**config.mk**
```make
export PLATFORM = sky130hd
export DESIGN_NAME = peer_cooldown_table_core_flat
export DESIGN_NICKNAME = d
export VERILOG_FILES = /design/src/design/pct_pkg.sv /design/src/design/pct_if.sv /design/src/design/pct_front.sv /design/src/design/pct_back.sv /design/src/design/pct_regs.sv /design/src/design/peer_cooldown_table_core.sv /design/src/flat_wrapper.sv
export SDC_FILE = /design/constraint.sdc
export NUM_CORES = 2
export LEC_CHECK = 0
export BUFFER_PORTS_ARGS = -buffer_cell sky130_fd_sc_hd__buf_4
export CORE_MARGIN = 2
export CORE_UTILIZATION = 60
export DETAILED_ROUTE_END_ITERATION = 7
export PLACE_DENSITY = 0.76
export SYNTH_ARGS = -nofsm -noshare
export SYNTH_HDL_FRONTEND = slang
export SYNTH_HIERARCHICAL = 1
export SYNTH_SLANG_ARGS = --single-unit
```
**constraint.sdc**
```tcl
create_clock -name clk -period 14.4 [get_ports clk]
set_input_delay 2.88 -clock clk [delete_from_list [all_inputs] [get_ports clk]]
set_output_delay 2.88 -clock clk [all_outputs]
set_load 0.02 [all_outputs]
```
**src/design/pct_pkg.sv**
```systemverilog
package pct_pkg;

  typedef enum logic [1:0] {
    OP_HEARD   = 2'd0,
    OP_REQUEST = 2'd1,
    OP_REPLY   = 2'd2,
    OP_UNUSED  = 2'd3
  } op_t;

  localparam logic [1:0] ST_HANDLED    = 2'd0;
  localparam logic [1:0] ST_REJECTED   = 2'd1;
  localparam logic [1:0] ST_SUPPRESSED = 2'd2;

  localparam int unsigned REG_OWN_ID    = 0;
  localparam int unsigned REG_BCAST_ID  = 1;
  localparam int unsigned REG_REQ_COOL  = 2;
  localparam int unsigned REG_REP_COOL  = 3;
  localparam int unsigned REG_PRIMARY   = 4;
  localparam int unsigned REG_INVALID   = 5;

  typedef struct packed {
    logic [1:0]  op;
    logic [31:0] node;
    logic [47:0] now_ms;
    logic        info_port;
    logic        user_decoded;
    logic        request_id_nonzero;
    logic [7:0]  chan_num;
  } in_word_t;

  typedef struct packed {
    logic [1:0] status;
    logic       send_request;
    logic       send_reply;
    logic [7:0] out_channel;
    logic       new_user_seen;
    logic [7:0] slot_used;
  } out_word_t;

  // Classified item handed from the front part to the back part.
  typedef struct packed {
    logic      rejected;
    in_word_t  item;
  } job_t;

endpackage

```
**src/design/pct_if.sv**
```systemverilog
interface pct_in_if import pct_pkg::*; ();
  logic     valid;
  logic     ready;
  in_word_t word;
  modport source (output valid, output word, input ready);
  modport sink (input valid, input word, output ready);
endinterface

interface pct_out_if import pct_pkg::*; ();
  logic      valid;
  logic      ready;
  out_word_t word;
  modport source (output valid, output word, input ready);
  modport sink (input valid, input word, output ready);
endinterface

```
**src/design/pct_front.sv**
```systemverilog
module pct_front import pct_pkg::*; (
  input  logic       clk,
  input  logic       rst_n,
  input  logic       in_valid,
  output logic       in_ready,
  input  in_word_t   in_word,
  input  logic [31:0] own_id,
  input  logic [31:0] bcast_id,
  output logic       q_valid,
  input  logic       q_ready,
  output job_t       q_job
);
  // Two-entry queue between front and back.
  job_t       mem_r [2];
  logic       wp_r, wp_nxt, rp_r, rp_nxt;
  logic [1:0] cnt_r, cnt_nxt;
  job_t       job;
  logic       push, pop;

  always_comb begin
    job.item = in_word;
    job.rejected = (in_word.op == OP_UNUSED) || (in_word.node == 32'd0) ||
                   (in_word.node == own_id) ||
                   ((in_word.op == OP_REQUEST) && (in_word.node == bcast_id));
  end

  assign in_ready = (cnt_r != 2'd2);
  assign push     = in_valid && in_ready;
  assign q_valid  = (cnt_r != 2'd0);
  assign pop      = q_valid && q_ready;
  assign q_job    = mem_r[rp_r];

  always_comb begin
    wp_nxt  = push ? ~wp_r : wp_r;
    rp_nxt  = pop ? ~rp_r : rp_r;
    cnt_nxt = cnt_r + {1'b0, push} - {1'b0, pop};
  end

  always_ff @(posedge clk) begin
    if (!rst_n) begin
      wp_r  <= 1'b0;
      rp_r  <= 1'b0;
      cnt_r <= 2'd0;
    end else begin
      wp_r  <= wp_nxt;
      rp_r  <= rp_nxt;
      cnt_r <= cnt_nxt;
    end
  end

  always_ff @(posedge clk) begin
    if (push) begin
      mem_r[wp_r] <= job;
    end
  end
endmodule

```
**src/design/pct_back.sv**
```systemverilog
module pct_back import pct_pkg::*; #(
  parameter int unsigned PEER_SLOTS = 16
) (
  input  logic        clk,
  input  logic        rst_n,
  input  logic        q_valid,
  output logic        q_ready,
  input  job_t        q_job,
  input  logic [31:0] req_cool,
  input  logic [31:0] rep_cool,
  input  logic [7:0]  primary_ch,
  input  logic [7:0]  invalid_ch,
  output logic        out_valid,
  input  logic        out_ready,
  output out_word_t   out_word
);
  typedef enum logic [3:0] {
    S_IDLE  = 4'b0001,
    S_SCAN  = 4'b0010,
    S_APPLY = 4'b0100,
    S_OUT   = 4'b1000
  } state_t;

  localparam int unsigned SW = (PEER_SLOTS > 1) ? $clog2(PEER_SLOTS) : 1;
  localparam logic [SW:0] LAST = (SW+1)'(PEER_SLOTS - 1);

  state_t state_r, state_nxt;
  job_t   job_r;
  logic [31:0] id_r   [PEER_SLOTS];
  logic [47:0] seen_r [PEER_SLOTS];
  logic [47:0] lreq_r [PEER_SLOTS];
  logic [47:0] lrep_r [PEER_SLOTS];
  logic [PEER_SLOTS-1:0] known_r, rstamp_r, pstamp_r;
  logic [SW:0]   idx_r;
  logic [SW-1:0] oldest_r, hit_r;
  logic          fill_r;
  out_word_t     res_r;

  logic [SW-1:0] ix;
  logic [SW-1:0] slot;
  logic          found_match, found_empty, last;
  logic          heard, learn, known_now, req_ok, rep_ok, do_req, do_rep;
  logic [47:0]   now;
  logic [48:0]   dreq, drep;

  assign ix = idx_r[SW-1:0];
  assign found_match = id_r[ix] == job_r.item.node;
  assign found_empty = id_r[ix] == 32'd0;
  assign last = (idx_r == LAST);
  assign now = job_r.item.now_ms;
  assign slot = hit_r;

  // Cooldown elapsed when unstamped, or time advanced by at least the gap.
  always_comb begin
    dreq = {1'b0, now} - {1'b0, lreq_r[slot]};
    drep = {1'b0, now} - {1'b0, lrep_r[slot]};
    req_ok = fill_r || !rstamp_r[slot] ||
             (!dreq[48] && (dreq[47:0] >= {16'd0, req_cool}));
    rep_ok = fill_r || !pstamp_r[slot] ||
             (!drep[48] && (drep[47:0] >= {16'd0, rep_cool}));
    heard = job_r.item.op == OP_HEARD;
    learn = job_r.item.info_port && job_r.item.user_decoded;
    known_now = !fill_r && known_r[slot];
    do_req = heard ? (!(known_now || learn) && !job_r.item.info_port && req_ok)
                   : ((job_r.item.op == OP_REQUEST) && req_ok);
    do_rep = (job_r.item.op == OP_REPLY) && rep_ok;
  end

  assign q_ready   = state_r == S_IDLE;
  assign out_valid = state_r == S_OUT;
  assign out_word  = res_r;

  always_comb begin
    state_nxt = state_r;
    unique case (state_r)
      S_IDLE:  if (q_valid) state_nxt = q_job.rejected ? S_OUT : S_SCAN;
      S_SCAN:  if (found_match || found_empty || last) state_nxt = S_APPLY;
      S_APPLY: state_nxt = S_OUT;
      S_OUT:   if (out_ready) state_nxt = S_IDLE;
      default: state_nxt = S_IDLE;
    endcase
  end

  always_ff @(posedge clk) begin
    if (!rst_n) begin
      state_r  <= S_IDLE;
      for (int i = 0; i < PEER_SLOTS; i++) id_r[i] <= 32'd0;
      known_r  <= '0;
      rstamp_r <= '0;
      pstamp_r <= '0;
    end else begin
      state_r <= state_nxt;
      if (state_r == S_APPLY) begin
        seen_r[slot] <= now;
        if (fill_r) id_r[slot] <= job_r.item.node;
        // A fresh slot starts unknown and unstamped unless this word sets them.
        if (fill_r || (heard && learn)) known_r[slot] <= heard && learn;
        if (fill_r || do_req) rstamp_r[slot] <= do_req;
        if (fill_r || do_rep) pstamp_r[slot] <= do_rep;
        if (do_req) lreq_r[slot] <= now;
        if (do_rep) lrep_r[slot] <= now;
      end
    end
  end

  always_ff @(posedge clk) begin
    unique case (state_r)
      S_IDLE: begin
        job_r    <= q_job;
        idx_r    <= '0;
        oldest_r <= '0;
        res_r    <= {ST_REJECTED, 19'd0};
      end
      S_SCAN: begin
        if (found_match) begin
          hit_r <= ix; fill_r <= 1'b0;
        end else if (found_empty) begin
          hit_r <= ix; fill_r <= 1'b1;
        end else if (last) begin
          hit_r  <= (seen_r[ix] < seen_r[oldest_r]) ? ix : oldest_r;
          fill_r <= 1'b1;
        end else begin
          if (seen_r[ix] < seen_r[oldest_r]) oldest_r <= ix;
        end
        idx_r <= idx_r + (SW+1)'(1);
      end
      S_APPLY: begin
        res_r.slot_used     <= 8'(slot);
        res_r.send_request  <= do_req;
        res_r.send_reply    <= do_rep;
        res_r.new_user_seen <= heard && learn &&
                               (job_r.item.request_id_nonzero || !known_now);
        res_r.status <= (heard || do_req || do_rep) ? ST_HANDLED : ST_SUPPRESSED;
        if (do_rep) res_r.out_channel <= job_r.item.chan_num;
        else if (do_req && heard)
          res_r.out_channel <= (job_r.item.chan_num != invalid_ch) ?
                               job_r.item.chan_num : primary_ch;
        else res_r.out_channel <= 8'd0;
      end
      S_OUT: ;
      default: ;
    endcase
  end
endmodule

```
**src/design/pct_regs.sv**
```systemverilog
module pct_regs import pct_pkg::*; (
  input  logic        clk,
  input  logic        rst_n,
  input  logic        psel,
  input  logic        penable,
  input  logic        pwrite,
  input  logic [4:0]  paddr,
  input  logic [31:0] pwdata,
  output logic [31:0] prdata,
  output logic [31:0] own_id,
  output logic [31:0] bcast_id,
  output logic [31:0] req_cool,
  output logic [31:0] rep_cool,
  output logic [7:0]  primary_ch,
  output logic [7:0]  invalid_ch
);
  logic [2:0] ri;
  logic       we;
  assign ri = paddr[4:2];
  assign we = psel && penable && pwrite;

  always_ff @(posedge clk) begin
    if (!rst_n) begin
      own_id     <= 32'd0;
      bcast_id   <= 32'hFFFF_FFFF;
      req_cool   <= 32'd300000;
      rep_cool   <= 32'd300000;
      primary_ch <= 8'd0;
      invalid_ch <= 8'd255;
    end else if (we) begin
      unique case (32'(ri))
        REG_OWN_ID:   own_id     <= pwdata;
        REG_BCAST_ID: bcast_id   <= pwdata;
        REG_REQ_COOL: req_cool   <= pwdata;
        REG_REP_COOL: rep_cool   <= pwdata;
        REG_PRIMARY:  primary_ch <= pwdata[7:0];
        REG_INVALID:  invalid_ch <= pwdata[7:0];
        default: ;
      endcase
    end
  end

  always_comb begin
    unique case (32'(ri))
      REG_OWN_ID:   prdata = own_id;
      REG_BCAST_ID: prdata = bcast_id;
      REG_REQ_COOL: prdata = req_cool;
      REG_REP_COOL: prdata = rep_cool;
      REG_PRIMARY:  prdata = {24'd0, primary_ch};
      REG_INVALID:  prdata = {24'd0, invalid_ch};
      default:      prdata = 32'd0;
    endcase
  end
endmodule

```
**src/design/peer_cooldown_table_core.sv**
```systemverilog
// The back part loads each accepted word from the queue, scans the table
// one slot per cycle until a match, an empty slot or the last slot, then
// updates the slot and shows the result; a rejected word skips the scan and
// the update. A new word is loaded only after the result has been taken.
// Reset (rst_n, synchronous): the table empties at once and registers
// return to their defaults; no clearing pass.
module peer_cooldown_table_core import pct_pkg::*; #(
  parameter int unsigned PEER_SLOTS = 16
) (
  input  logic        clk,
  input  logic        rst_n,
  pct_in_if.sink      in_ch,
  pct_out_if.source   out_ch,
  input  logic        cfg_psel,
  input  logic        cfg_penable,
  input  logic        cfg_pwrite,
  input  logic [4:0]  cfg_paddr,
  input  logic [31:0] cfg_pwdata,
  output logic [31:0] cfg_prdata,
  output logic        cfg_pready
);
  logic [31:0] own_id, bcast_id, req_cool, rep_cool;
  logic [7:0]  primary_ch, invalid_ch;
  logic        q_valid, q_ready;
  job_t        q_job;

  assign cfg_pready = 1'b1;

  pct_regs u_regs (
    .clk, .rst_n,
    .psel(cfg_psel), .penable(cfg_penable), .pwrite(cfg_pwrite),
    .paddr(cfg_paddr), .pwdata(cfg_pwdata), .prdata(cfg_prdata),
    .own_id, .bcast_id, .req_cool, .rep_cool, .primary_ch, .invalid_ch
  );

  pct_front u_front (
    .clk, .rst_n,
    .in_valid(in_ch.valid), .in_ready(in_ch.ready), .in_word(in_ch.word),
    .own_id, .bcast_id, .q_valid, .q_ready, .q_job
  );

  pct_back #(.PEER_SLOTS(PEER_SLOTS)) u_back (
    .clk, .rst_n, .q_valid, .q_ready, .q_job,
    .req_cool, .rep_cool, .primary_ch, .invalid_ch,
    .out_valid(out_ch.valid), .out_ready(out_ch.ready), .out_word(out_ch.word)
  );
endmodule

```
**src/flat_wrapper.sv**
```systemverilog
// flat-port wrapper written by rule: the top's interface ports become plain ports
module peer_cooldown_table_core_flat import pct_pkg::*;
#(
  parameter int unsigned PEER_SLOTS = 16
)
  (clk, rst_n, cfg_psel, cfg_penable, cfg_pwrite, cfg_paddr, cfg_pwdata, cfg_prdata, cfg_pready, in_ch_valid, in_ch_word, in_ch_ready, out_ch_valid, out_ch_word, out_ch_ready);
  pct_in_if in_ch_i ();
  pct_out_if out_ch_i ();
  input  logic clk;
  input  logic rst_n;
  input  logic cfg_psel;
  input  logic cfg_penable;
  input  logic cfg_pwrite;
  input  logic [4:0] cfg_paddr;
  input  logic [31:0] cfg_pwdata;
  output logic [31:0] cfg_prdata;
  output logic cfg_pready;
  input wire logic [$bits(in_ch_i.valid)-1:0] in_ch_valid;
  input wire logic [$bits(in_ch_i.word)-1:0] in_ch_word;
  output wire logic [$bits(in_ch_i.ready)-1:0] in_ch_ready;
  output wire logic [$bits(out_ch_i.valid)-1:0] out_ch_valid;
  output wire logic [$bits(out_ch_i.word)-1:0] out_ch_word;
  input wire logic [$bits(out_ch_i.ready)-1:0] out_ch_ready;
  assign in_ch_i.valid = in_ch_valid;
  assign in_ch_i.word = in_ch_word;
  assign in_ch_ready = in_ch_i.ready;
  assign out_ch_valid = out_ch_i.valid;
  assign out_ch_word = out_ch_i.word;
  assign out_ch_i.ready = out_ch_ready;
  peer_cooldown_table_core #(.PEER_SLOTS(PEER_SLOTS)) u_core (.clk(clk), .rst_n(rst_n), .in_ch(in_ch_i), .out_ch(out_ch_i), .cfg_psel(cfg_psel), .cfg_penable(cfg_penable), .cfg_pwrite(cfg_pwrite), .cfg_paddr(cfg_paddr), .cfg_pwdata(cfg_pwdata), .cfg_prdata(cfg_prdata), .cfg_pready(cfg_pready));
endmodule
```
==> metrics <==
Final nets roughly 8600; post-synth top area share 64.2%; post-route ant nets 0; synth warn 6; Clock Root Buffer clkbuf_16; outcome complete, no violations; clock sinks 3341; Fmax achieved roughly 95 MHz; async set-or-reset flop fraction in the synthesized netlist 0%; CORE AREA ~240000 µm²; critical path's top delay family buffers and inverters; DP HPWL 220000 µm; vias roughly 82000; maximum root-to-sink buffer count 4; Worst Setup Path Type reg2reg; Final Hold Viols 0; Max Transition Viols Final 0; die height 498 µm; initial antenna violation count 14; most used cell, CP buf_4; Core Rows ~180; post_cts resized 0; Total GRT Usage 32.3%; routed len/inst 34.2 µm; post-synth top area cell edfxtp_1; worst setup margin ~4 ns; Yosys reg bits around 3300; cell area after synthesis approximately 150000 µm²; synthesized area per cell 18.3 µm²; CP arrival about 11 ns; post-layout min period ~11 ns; Tightest Hold Check Type reg2reg; Area Growth Syn to Fin 11.2%; final setup violating endpoints 0; GR Overflow Total 0; Post-synth EDFFs ~3100; DP Worst Slack roughly 4.0 ns; critical path peak fanout 48; Clock Latency Late Sink 1.00 ns; Max VDD drop 0.153 mV; max cap viols 0; Initial Utilization 60.3%; Tcrit/Tclk final between 70% and 80%; share of layout cells above drive strength 1 approximately a quarter; Crit path largest cell delay between 0.8 and 0.9 ns; DR vias/cell about 7.0; Area contributors post-synth edfxtp_1, mux4_2, dfxtp_1, and2_1, ha_1; IO buf count ~190; vias in the first global route 82500; Leakage Power between 50 and 60 nW; Detailed Route Iter0 Violations between 10000 and 15000; IO Count 193; postcts setup bufs 0; total CTS buffers about 350; CP required roughly 15 ns; Buffers & Inverters on Critical Path 5; largest net degree at the start of global routing roughly 140; Worst Skew 0.0707 ns; Worst setup EP type flop; FILL cells between 15000 and 20000; Synth Flop Type edfxtp_1; first-pass GRT wire length a little under 600000 µm; sequential share of the synthesized area 67.1%; Die Wd roughly 500 µm; Tightest Pin Transition roughly 1.2 ns; CTS clk-pin slew, worst paths 0.06 ns; full die area around 250000 µm²; 1st-pass router iterations 6; Post-Route Setup TNS 0 ns; Slowest-stage cell, CP buf_4; CTS tree built; H-tree levels 5; total routed wirelength between 400000 and 500000 µm; number of remaining DRC errors 0; CTS Hold Buffers Added 0; Cell variety after synth 94; routability cong. 0.932; startpoint types flop; RSZ-0062 raised after global routing false; Power Dens Cells 177 nW/µm²; Max transition margin 18.5%; Mapped Cells ~8000
[final timing paths]
check / start / end / slack, ns / cells past startpoint
max: flop / u_core/u_back/lrep_r[14][11] / 3.89 / 28
min reg2reg: u_core/u_back/rstamp_r[9] / u_core/u_back/rstamp_r[9] / 0.47 / 2
min: u_core/u_back/rstamp_r[9] / u_core/u_back/rstamp_r[9] / 0.47 / 2
max reg2reg: flop / u_core/u_back/lrep_r[14][11] / 3.89 / 28
[state kept, by name, indices dropped and copies added, names as in the netlist, 45 cells and up, named ones only]
name and count:
u_core/u_back/job_r 45, u_core/u_back/seen_r 768, u_core/u_front/mem_r 188, u_core/u_back/lreq_r 768
u_core/u_back/now 48, u_core/u_back/id_r 512, u_core/u_back/lrep_r 768
[cell usage in the layout (no fill, tap or decap), types with 16 or more instances in the layout]
| cell type | netlist | routed |
|---|---|---|
| mux2_2 | 110 | 110 |
| mux2i_1 | 189 | 189 |
| mux4_2 | 1135 | 1135 |
| nor4_1 | 36 | 36 |
| nand2b_1 | 16 | 16 |
| nand3_1 | 43 | 43 |
| o21a_1 | 26 | 26 |
| bufinv_16 | 0 | 32 |
| buf_4 | 18 | 369 |
| clkbuf_1 | 328 | 59 |
| ha_1 | 213 | 213 |
| inv_1 | 266 | 263 |
| a21boi_0 | 17 | 17 |
| nor2b_1 | 121 | 121 |
| o211ai_1 | 41 | 41 |
| nand4_1 | 111 | 111 |
| and2_1 | 548 | 548 |
| nor2_4 | 0 | 19 |
| clkinv_2 | 0 | 67 |
| a31oi_1 | 18 | 18 |
| o21ai_4 | 0 | 16 |
| clkinv_1 | 0 | 66 |
| nor3_2 | 2 | 30 |
| a22oi_1 | 23 | 23 |
| nand2_1 | 287 | 285 |
| a21o_1 | 48 | 48 |
| nor3_1 | 70 | 41 |
| clkbuf_16 | 0 | 352 |
| nor2_1 | 164 | 129 |
| o21ai_0 | 140 | 124 |
| a21oi_1 | 168 | 168 |
| xor2_1 | 49 | 49 |
| xnor2_1 | 132 | 132 |
| edfxtp_1 | 3128 | 3128 |
| nor2_2 | 2 | 18 |
| dfxtp_1 | 213 | 201 |
[per-stage QoR]
| step | total power [mW] | instance area (µm²) | cells | hold slack [ns] | utilization, % |
|---|---|---|---|---|---|
| CTS | 28.8 | 163000 | 11700 | 0.470 | 67.0 |
| global route | 29.7 | 163000 | 11700 | 0.498 | 67.0 |
| finish | 28.8 | 163000 | 11700 | 0.472 | 67.0 |
| floorplan | 17.4 | 146000 | 8019 | 0.440 | - |
| global placement | 19.9 | 152000 | 11100 | 0.449 | 62.5 |
| detailed placement | 20.1 | 152000 | 11100 | 0.463 | 62.5 |
[cell families after synthesis]
kind of cell	share of synthesized area, %
and+or+nand+nor	5.46
DFF	67.1
xor gates and xnor gates	1.08
muxes	19.6
adders and majority gates	1.85
other	0.00513
AOI/OAI and AO/OA	2.76
buffers and inverters	2.09
[final cells by class]
cell class	count	area [µm²]	share of cell area, %
Timing Repair Buffer	380	2970	1.83
Sequential cell	3341	98200	60.4
Clock inverter	189	1750	1.08
Inverter	267	1010	0.621
Clock buffer	415	9070	5.58
Antenna cell	11	27.5	0.0169
Multi-Input combinational cell	3919	45600	28.0
Tap cell	3202	4010	2.46
[report_power, final]
group	internal, mW	leakage (nW)	switching (mW)
sequential	12.0	30.7	0.472
combinational	2.78	17.6	4.75
clock	5.05	5.32	3.69
total	19.9	53.6	8.91
[metal layers]
layer	global-route usage [%]	routed length [µm]	vias up
met5	0	93	-
met4	11.4	14500	14
met3	6.40	45700	887
met2	51.1	193000	5605
met1	45.5	147000	42500
li1	-	-	32700
[worst reg2reg max path, delay by kind of cell (launching register included)]
family                     cells  cell delay (ns)
AOI/OAI and AO/OA             11             2.42
muxes                          2             1.11
xor gates and xnor gates       1             0.19
DFF                            1             0.81
buffers and inverters          5             2.47
adders and majority gates      2             0.68
and+or+nand+nor                7             2.36
[Yosys cell counts, types with 11 or more instances]
cell type     n
buf_4        18
mux4_2     1135
nor2_1      164
a21o_1       48
dfxtp_1     213
nand2b_1     16
buf_2        56
a2111oi_0    11
o211ai_1     41
mux2i_1     189
o21bai_1     12
clkbuf_1    328
a21oi_1     168
buf_1        79
a32oi_1      11
o21a_1       26
o21ai_0     140
and2_1      548
a22oi_1      23
xor2_1       49
nor2b_1     121
mux2_2      110
nor4_1       36
nand2_1     287
ha_1        213
a21boi_0     17
nor3_1       70
a31oi_1      18
nand4_1     111
edfxtp_1   3128
inv_1       266
a211oi_1     13
nand3_1      43
xnor2_1     132
(Power assumes the default switching activity.)
